<file path="src/hdl/bpc_pkg.sv">
// shared types and constants for the barometer pressure compensation block
package bpc_pkg;

	localparam int RawW   = 24;
	localparam int CoefW  = 16;
	localparam int TempW  = 19;
	localparam int PressW = 23;
	localparam int IdxW   = 3;

	// q = (D2 - tref*256) >>> 4 and the widths that follow from it
	localparam int QW     = 21;
	localparam int TProdW = 35;
	localparam int CProdW = 37;
	localparam int OffW   = 38;
	localparam int SensW  = 36;
	localparam int SensHW = 28;
	localparam int D1HW   = 16;
	localparam int PProdW = 45;

	localparam logic signed [TempW-1:0] TempBase = 19'sd2000;

	typedef enum logic [IdxW-1:0] {
		REG_SENS      = 3'd0,
		REG_OFFSET    = 3'd1,
		REG_SENS_TC   = 3'd2,
		REG_OFFSET_TC = 3'd3,
		REG_TREF      = 3'd4,
		REG_TEMPSENS  = 3'd5
	} reg_idx_t;

	typedef struct packed {
		logic [CoefW-1:0] sens;
		logic [CoefW-1:0] offset;
		logic [CoefW-1:0] sens_tc;
		logic [CoefW-1:0] offset_tc;
		logic [CoefW-1:0] tref;
		logic [CoefW-1:0] tempsens;
	} coef_t;

	typedef struct packed {
		logic signed [TempW-1:0]  temperature;
		logic signed [SensHW-1:0] sens_h;
		logic signed [OffW-1:0]   off;
		logic [D1HW-1:0]          d1h;
	} mid_t;

endpackage

</file>
<file path="src/hdl/bpc_in_if.sv">
// request channel carrying one pair of raw sensor readings
interface bpc_in_if import bpc_pkg::*; ();
	logic              valid;
	logic              ready;
	logic [RawW-1:0]   raw_pressure;
	logic [RawW-1:0]   raw_temperature;

	modport source (output valid, raw_pressure, raw_temperature, input ready);
	modport sink (input valid, raw_pressure, raw_temperature, output ready);
endinterface

</file>
<file path="src/hdl/bpc_out_if.sv">
// result channel carrying one compensated temperature and pressure
interface bpc_out_if import bpc_pkg::*; ();
	logic                     valid;
	logic                     ready;
	logic signed [TempW-1:0]  temperature;
	logic signed [PressW-1:0] pressure;

	modport source (output valid, temperature, pressure, input ready);
	modport sink (input valid, temperature, pressure, output ready);
endinterface

</file>
<file path="src/hdl/bpc_cfg.sv">
// calibration coefficient registers
module bpc_cfg import bpc_pkg::*; (
	input  logic             clk,
	input  logic             arst_n,
	input  logic             cfg_we,
	input  logic [IdxW-1:0]  cfg_index,
	input  logic [CoefW-1:0] cfg_data,
	output coef_t            coef
);

	coef_t coef_q;

	always_ff @(posedge clk or negedge arst_n) begin
		if (!arst_n) begin
			coef_q <= '0;
		end else if (cfg_we) begin
			case (reg_idx_t'(cfg_index))
				REG_SENS:      coef_q.sens      <= cfg_data;
				REG_OFFSET:    coef_q.offset    <= cfg_data;
				REG_SENS_TC:   coef_q.sens_tc   <= cfg_data;
				REG_OFFSET_TC: coef_q.offset_tc <= cfg_data;
				REG_TREF:      coef_q.tref      <= cfg_data;
				REG_TEMPSENS:  coef_q.tempsens  <= cfg_data;
				default:       coef_q           <= coef_q;
			endcase
		end
	end

	assign coef = coef_q;

endmodule

</file>
<file path="src/hdl/bpc_front.sv">
// stages 1 to 3: temperature difference, coefficient products, temperature, off and sens
module bpc_front import bpc_pkg::*; (
	input  logic    clk,
	input  logic    arst_n,
	bpc_in_if.sink  in_ch,
	input  coef_t   coef,
	output logic    mid_valid,
	input  logic    mid_ready,
	output mid_t    mid
);

	logic go1, go2, go3;

	logic valid_s1, valid_s2, valid_s3;

	logic signed [QW-1:0]     q_s1;
	logic [D1HW-1:0]          d1h_s1;
	logic signed [TProdW-1:0] tprod_s2;
	logic signed [CProdW-1:0] oprod_s2;
	logic signed [CProdW-1:0] sprod_s2;
	logic [D1HW-1:0]          d1h_s2;
	mid_t                     mid_s3;

	logic signed [RawW:0]     dt;
	logic signed [OffW-1:0]   off_sum;
	logic signed [SensW-1:0]  sens_sum;

	// each stage moves when it is empty or the next one moves
	assign go3 = !valid_s3 || mid_ready;
	assign go2 = !valid_s2 || go3;
	assign go1 = !valid_s1 || go2;
	assign in_ch.ready = go1;

	assign dt = $signed({1'b0, in_ch.raw_temperature}) - $signed({1'b0, coef.tref, 8'b0});

	always_ff @(posedge clk or negedge arst_n) begin
		if (!arst_n) begin
			valid_s1 <= 1'b0;
			valid_s2 <= 1'b0;
			valid_s3 <= 1'b0;
		end else begin
			if (go1) valid_s1 <= in_ch.valid;
			if (go2) valid_s2 <= valid_s1;
			if (go3) valid_s3 <= valid_s2;
		end
	end

	// floor shifts are part-selects of the signed value
	assign off_sum = $signed({5'b0, coef.offset, 17'b0})
		+ $signed({{3{oprod_s2[CProdW-1]}}, oprod_s2[CProdW-1:2]});
	assign sens_sum = $signed({4'b0, coef.sens, 16'b0})
		+ $signed({{2{sprod_s2[CProdW-1]}}, sprod_s2[CProdW-1:3]});

	always_ff @(posedge clk) begin
		if (go1 && in_ch.valid) begin
			q_s1   <= dt[RawW:4];
			d1h_s1 <= in_ch.raw_pressure[RawW-1:8];
		end
		if (go2 && valid_s1) begin
			tprod_s2 <= q_s1 * $signed({1'b0, coef.tempsens[CoefW-1:2]});
			oprod_s2 <= q_s1 * $signed({1'b0, coef.offset_tc});
			sprod_s2 <= q_s1 * $signed({1'b0, coef.sens_tc});
			d1h_s2   <= d1h_s1;
		end
		if (go3 && valid_s2) begin
			mid_s3.temperature <= $signed({tprod_s2[TProdW-1], tprod_s2[TProdW-1:17]})
				+ TempBase;
			mid_s3.off         <= off_sum;
			mid_s3.sens_h      <= sens_sum[SensW-1:8];
			mid_s3.d1h         <= d1h_s2;
		end
	end

	assign mid_valid = valid_s3;
	assign mid       = mid_s3;

endmodule

</file>
<file path="src/hdl/bpc_back.sv">
// stages 4 and 5: pressure product, offset subtract and output register
module bpc_back import bpc_pkg::*; (
	input  logic      clk,
	input  logic      arst_n,
	input  logic      mid_valid,
	output logic      mid_ready,
	input  mid_t      mid,
	bpc_out_if.source out_ch
);

	logic go4, go5;
	logic valid_s4, valid_s5;

	logic signed [PProdW-1:0] pprod_s4;
	logic signed [OffW-1:0]   off_s4;
	logic signed [TempW-1:0]  temp_s4;
	logic signed [TempW-1:0]  temp_s5;
	logic signed [PressW-1:0] press_s5;

	logic signed [OffW+2:0]   diff;

	assign go5 = !valid_s5 || out_ch.ready;
	assign go4 = !valid_s4 || go5;
	assign mid_ready = go4;

	always_ff @(posedge clk or negedge arst_n) begin
		if (!arst_n) begin
			valid_s4 <= 1'b0;
			valid_s5 <= 1'b0;
		end else begin
			if (go4) valid_s4 <= mid_valid;
			if (go5) valid_s5 <= valid_s4;
		end
	end

	// (prod >>> 5) - off, then >>> 15 keeps the low result bits
	assign diff = $signed(pprod_s4[PProdW-1:5])
		- $signed({{3{off_s4[OffW-1]}}, off_s4});

	always_ff @(posedge clk) begin
		if (go4 && mid_valid) begin
			pprod_s4 <= mid.sens_h * $signed({1'b0, mid.d1h});
			off_s4   <= mid.off;
			temp_s4  <= mid.temperature;
		end
		if (go5 && valid_s4) begin
			temp_s5  <= temp_s4;
			press_s5 <= diff[PressW+14:15];
		end
	end

	assign out_ch.valid       = valid_s5;
	assign out_ch.temperature = temp_s5;
	assign out_ch.pressure    = press_s5;

endmodule

</file>
<file path="src/hdl/barometer_pressure_compensation_top.sv">
// top level of the first-order barometer pressure compensation pipeline
//
// in_ch takes one request per pair of raw 24-bit readings (pressure D1 and
// temperature D2); out_ch returns the compensated temperature in hundredths
// of a degree and the compensated pressure, one result per request, in order.
// The six calibration coefficients are loaded through cfg_we, cfg_index and
// cfg_data, one register per write; the user must load them while no request
// is in flight, as the block does not enforce it; writes to an index past the
// last register are dropped. Throughput is one request per cycle while the
// receiver holds ready high.
// The five stages are: temperature difference, three coefficient
// products, offset and sensitivity sums, the sensitivity times D1 product, and
// the offset subtract into the output register.
// Reset clears all coefficients and empties the pipeline. When the receiver
// holds ready low the result stays in the output register, and earlier stages
// keep filling until each holds a request; in_ch.ready then drops.
module barometer_pressure_compensation_top import bpc_pkg::*; (
	input  logic             clk,
	input  logic             arst_n,
	bpc_in_if.sink           in_ch,
	bpc_out_if.source        out_ch,
	input  logic             cfg_we,
	input  logic [IdxW-1:0]  cfg_index,
	input  logic [CoefW-1:0] cfg_data
);

	coef_t coef;
	logic  mid_valid;
	logic  mid_ready;
	mid_t  mid;

	bpc_cfg u_cfg (
		.clk       (clk),
		.arst_n    (arst_n),
		.cfg_we    (cfg_we),
		.cfg_index (cfg_index),
		.cfg_data  (cfg_data),
		.coef      (coef)
	);

	bpc_front u_front (
		.clk       (clk),
		.arst_n    (arst_n),
		.in_ch     (in_ch),
		.coef      (coef),
		.mid_valid (mid_valid),
		.mid_ready (mid_ready),
		.mid       (mid)
	);

	bpc_back u_back (
		.clk       (clk),
		.arst_n    (arst_n),
		.mid_valid (mid_valid),
		.mid_ready (mid_ready),
		.mid       (mid),
		.out_ch    (out_ch)
	);

	// a free receiver never back-pressures the input
	a_ready_chain: assert property (@(posedge clk) disable iff (!arst_n)
		out_ch.ready |-> in_ch.ready)
		else $error("input stalled while output ready");

	// writes outside the register list leave the coefficients alone
	a_cfg_ignore: assert property (@(posedge clk) disable iff (!arst_n)
		(cfg_we && cfg_index != REG_SENS && cfg_index != REG_OFFSET
			&& cfg_index != REG_SENS_TC && cfg_index != REG_OFFSET_TC
			&& cfg_index != REG_TREF && cfg_index != REG_TEMPSENS) |=> $stable(coef))
		else $error("coefficient changed by out-of-range write");

	// a stalled request between the halves is not dropped
	a_mid_hold: assert property (@(posedge clk) disable iff (!arst_n)
		(mid_valid && !mid_ready) |=> (mid_valid && $stable(mid)))
		else $error("mid-pipeline request lost under stall");

endmodule
</file>
<file path="src/flat_wrapper.sv">
// flat-port wrapper written by rule: the top's interface ports become plain ports
module barometer_pressure_compensation_top_flat import bpc_pkg::*;
  (clk, arst_n, cfg_we, cfg_index, cfg_data, in_ch_valid, in_ch_raw_pressure, in_ch_raw_temperature, in_ch_ready, out_ch_valid, out_ch_temperature, out_ch_pressure, out_ch_ready);
  bpc_in_if in_ch_i ();
  bpc_out_if out_ch_i ();
  input  logic clk;
  input  logic arst_n;
  input  logic cfg_we;
  input  logic [IdxW-1:0] cfg_index;
  input  logic [CoefW-1:0] cfg_data;
  input wire logic [$bits(in_ch_i.valid)-1:0] in_ch_valid;
  input wire logic [$bits(in_ch_i.raw_pressure)-1:0] in_ch_raw_pressure;
  input wire logic [$bits(in_ch_i.raw_temperature)-1:0] in_ch_raw_temperature;
  output wire logic [$bits(in_ch_i.ready)-1:0] in_ch_ready;
  output wire logic [$bits(out_ch_i.valid)-1:0] out_ch_valid;
  output wire logic [$bits(out_ch_i.temperature)-1:0] out_ch_temperature;
  output wire logic [$bits(out_ch_i.pressure)-1:0] out_ch_pressure;
  input wire logic [$bits(out_ch_i.ready)-1:0] out_ch_ready;
  assign in_ch_i.valid = in_ch_valid;
  assign in_ch_i.raw_pressure = in_ch_raw_pressure;
  assign in_ch_i.raw_temperature = in_ch_raw_temperature;
  assign in_ch_ready = in_ch_i.ready;
  assign out_ch_valid = out_ch_i.valid;
  assign out_ch_temperature = out_ch_i.temperature;
  assign out_ch_pressure = out_ch_i.pressure;
  assign out_ch_i.ready = out_ch_ready;
  barometer_pressure_compensation_top u_core (.clk(clk), .arst_n(arst_n), .in_ch(in_ch_i), .out_ch(out_ch_i), .cfg_we(cfg_we), .cfg_index(cfg_index), .cfg_data(cfg_data));
endmodule
</file>
<file path="config.mk">
export PLATFORM = sky130hd
export DESIGN_NAME = barometer_pressure_compensation_top_flat
export DESIGN_NICKNAME = d
export VERILOG_FILES = /design/src/hdl/bpc_pkg.sv /design/src/hdl/bpc_in_if.sv /design/src/hdl/bpc_out_if.sv /design/src/hdl/bpc_cfg.sv /design/src/hdl/bpc_front.sv /design/src/hdl/bpc_back.sv /design/src/hdl/barometer_pressure_compensation_top.sv /design/src/flat_wrapper.sv
export SDC_FILE = /design/constraint.sdc
export NUM_CORES = 2
export LEC_CHECK = 0
export BUFFER_PORTS_ARGS = -buffer_cell sky130_fd_sc_hd__buf_2
export CAP_MARGIN = 5
export CELL_PAD_IN_SITES_DETAIL_PLACEMENT = 0
export CELL_PAD_IN_SITES_GLOBAL_PLACEMENT = 1
export CORE_UTILIZATION = 35
export DETAILED_ROUTE_END_ITERATION = 6
export HOLD_SLACK_MARGIN = 0.06
export PLACE_DENSITY = 0.66
export SYNTH_ARGS = -nofsm -noshare
export SYNTH_HDL_FRONTEND = slang
export SYNTH_SLANG_ARGS = --single-unit
</file>
<file path="constraint.sdc">
create_clock -name clk -period 9.6 [get_ports clk]
set_clock_uncertainty 0.1 [all_clocks]
set_input_delay 0.48 -clock clk [delete_from_list [all_inputs] [get_ports clk]]
set_output_delay 0.48 -clock clk [all_outputs]
set_load 0.01 [all_outputs]
</file>
==> reports/qor.yml <==
outcome: "finished, final reports clean"
clk_path_buf_depth: 3
clkSinkCount: 464
cts_inserted_buffers: 55
layout.nets: 8502
antenna_found_initial: 12
final-seq-area_um2: 13400
grt_pass1_wl_mm: 272
ys_warn_count: 0
muxShareOfSynthArea: 0.0129
place.gp.congestion: 0.834
dr.pass1.iters: 5
synthXorXnorAreaFrac: 0.0265
n_fill_cell: 18877
yosys.area_share.simple: 0.128
post-route-period-util: 0.821
synthAdderAreaFrac: 0.485
synth_top_area_cell: "fa_1"
critPathKind: "flip-flop to flip-flop"
cts_tree: "built"
postCtsSetupRepairBufs: 0
period_minus_slack_ns: 7.88
num_io_pins: 116
fp.dieH_um: 440
path_clk_slew_ns: 0.06
holdWs_ns: 0.201
n_antenna_cell: 0
hold_start: "cfg_data[12]"
drt_iter0_markers: 1901
grt_pass1_vias: 47768
area_growth_pct: 8.16
drive_above_1_share: 0.0563
layout_commonest_cell: "inv_1"
syn_area_um2: 67200
ys_async_sr_fraction: 0.213
synth.top_cells.by_area: "fa_1 (40%), edfxtp_1 (16%), inv_1 (9.2%)"
cts_hold_buf: 23
synth-compound-area-share: 0.0410
avgRoutedWirePerCell_um: 18.3
clock_latency_ns: 0.68
max_cap_viol_count: 0
slew_headroom: 0.129
r2r-end: "u_core.u_back.pprod_s4[40]"
hold_depth: 3
setup_viol: 0
vias: 43080
synth_top_family_by_area: "adder cells"
ys_seq_area_frac: 0.200
ys_ff_latch: 464
antenna_left: 0
grtUsageTotal: 0.182
htreeDepth: 2
hold_path.class: "input port to flip-flop"
drc: 0
netlist_instances: 6650
grt_max_degree: 60
required_ns: 9.98
vias_per_cell: 4.69
die_width_um: 440
slew_viol_final: 0
rows: 160
layout_common_cells: "inv_1 (1,647), fa_1 (1,347), nand2_1 (858)"
arrival_ns: 8.26
clk_root_buffer_cell: "clkbuf_16"
crit_path_max_fanout: 27
rr_worst_depth: 19
worst_pin_slew_ns: 1.31
core_um2: 190000
die-area_um2: 194000
multiInputGateArea_um2: 46600
initial_core_util: 0.353
grt_overflow: 0
hpwl_mm: 136
reg2reg_from: "u_core.u_front.mid[4]"
cts_resized: 0
startpoint_type: "flip-flop"
syn_avg_cell_area_um2: 10.1
end_kind: "flip-flop"
synth_cell_types: 69
hold_viol: 0
r2r_setup_slack_ns: 1.72
syn_nets: 8516
rsz0062_at_grt: "no"
fmax_mhz: 127
wl_mm: 168
synth_top_area_frac: 0.401
port_buffers: 103
synth_edf_count: 365
setup_tns_ns: 0
synth_ff_type: "edfxtp_1"
min_to: "u_core.u_cfg.coef[28]"
-- how the worst max path moves through the flow --
stage	startpoint	end	slack [ns]	cells after the start
finish	u_core.u_front.mid[4]	u_core.u_back.pprod_s4[40]	1.72	19
CTS	u_core.u_cfg.coef[50]	u_core.u_front.sprod_s2[36]	1.71	22
detailed placement	u_core.u_cfg.coef[50]	u_core.u_front.sprod_s2[36]	1.71	22
floorplan	u_core.u_front.mid[2]	u_core.u_back.pprod_s4[35]	2.98	24
global placement	u_core.u_cfg.coef[50]	u_core.u_front.sprod_s2[36]	1.77	22
global route	u_core.u_cfg.coef[50]	u_core.u_front.sprod_s2[36]	1.19	22
-- per-layer routing --
layer | global-route usage | routed length (um) | up-vias
met2 | 0.324 | 84700 | 693
met4 | 0.0476 | 4900 | 8
li1 | - | - | 19736
met1 | 0.233 | 72100 | 22423
met3 | 0.0201 | 6270 | 220
met5 | 0 | 52 | -
-- cells in the mapped netlist, types with 11 or more instances --
master    count
inv_1      1647
fa_1       1347
nand2_1     858
and2_1      614
ha_1        447
edfxtp_1    365
clkbuf_1    276
xnor2_1     157
nor2_1      122
a21oi_1     120
dfrtp_1      99
mux2_2       77
a21o_1       58
xor2_1       46
o21a_1       45
o21ai_0      45
nor3_1       38
o21ai_1      31
nor2b_1      25
nand3_1      22
and3_1       19
o21bai_1     18
nand2b_1     17
a21boi_1     14
nand4_1      13
o211ai_1     11
-- logic make-up after synthesis --
| kind of cell | count (synthesis) |
|---|---|
| AOI/OAI and AO/OA | 420 |
| muxes | 77 |
| DFF | 464 |
| adders and majority gates | 1794 |
| xor gates and xnor gates | 203 |
| and+or+nand+nor | 1768 |
| buffers and inverters | 1924 |
-- critical path, stage by stage (launching register included) --
cell	delay, ns
edfxtp_1	1.14
nand2_1	0.16
fa_1	0.55
fa_1	0.52
fa_1	0.51
inv_1	0.05
fa_1	0.52
fa_1	0.52
inv_1	0.05
fa_1	0.48
inv_1	0.04
ha_1	0.35
a21o_1	0.20
a21o_1	0.17
a21oi_1	0.55
a21oi_1	0.22
o41ai_1	0.71
o311ai_1	0.25
or4_1	0.44
nand4_1	0.16
-- state kept, by name, summed over array words and instances, names as in the netlist, 18 cells and up --
name,count
u_core.u_back.off_s4,36
u_core.u_back.out_ch.pressure,23
u_core.u_back.out_ch.temperature,19
u_core.u_back.pprod_s4,38
u_core.u_back.temp_s4,19
u_core.u_cfg.coef,94
u_core.u_front.mid,98
u_core.u_front.oprod_s2,35
u_core.u_front.q_s1,21
u_core.u_front.sprod_s2,26
u_core.u_front.tprod_s2,18
-- stage by stage --
step           worst slack (ns)  utilization  cells  cell area [um2]
6_report                   1.72        0.382   9194            72700
2_1_floorplan              2.98            -   6650            67200
4_1_cts                    1.71        0.382   9194            72700
3_3_place_gp               1.77        0.370   9067            70500
3_5_place_dp               1.71        0.370   9067            70500
5_1_grt                    1.19        0.382   9194            72700
-- final cells by class --
cell class | instances | share of cell area
inverter | 1648 | 0.0851
multi-input combinational | 4262 | 0.641
clock inverter | 39 | 0.00675
timing repair buffer | 205 | 0.0186
tap | 2511 | 0.0432
sequential | 464 | 0.185
clock buffer | 65 | 0.0203
Power is left out: the tool's default activity adds up to more than one toggle a clock period on the data nets, which glitch-free logic cannot reach.
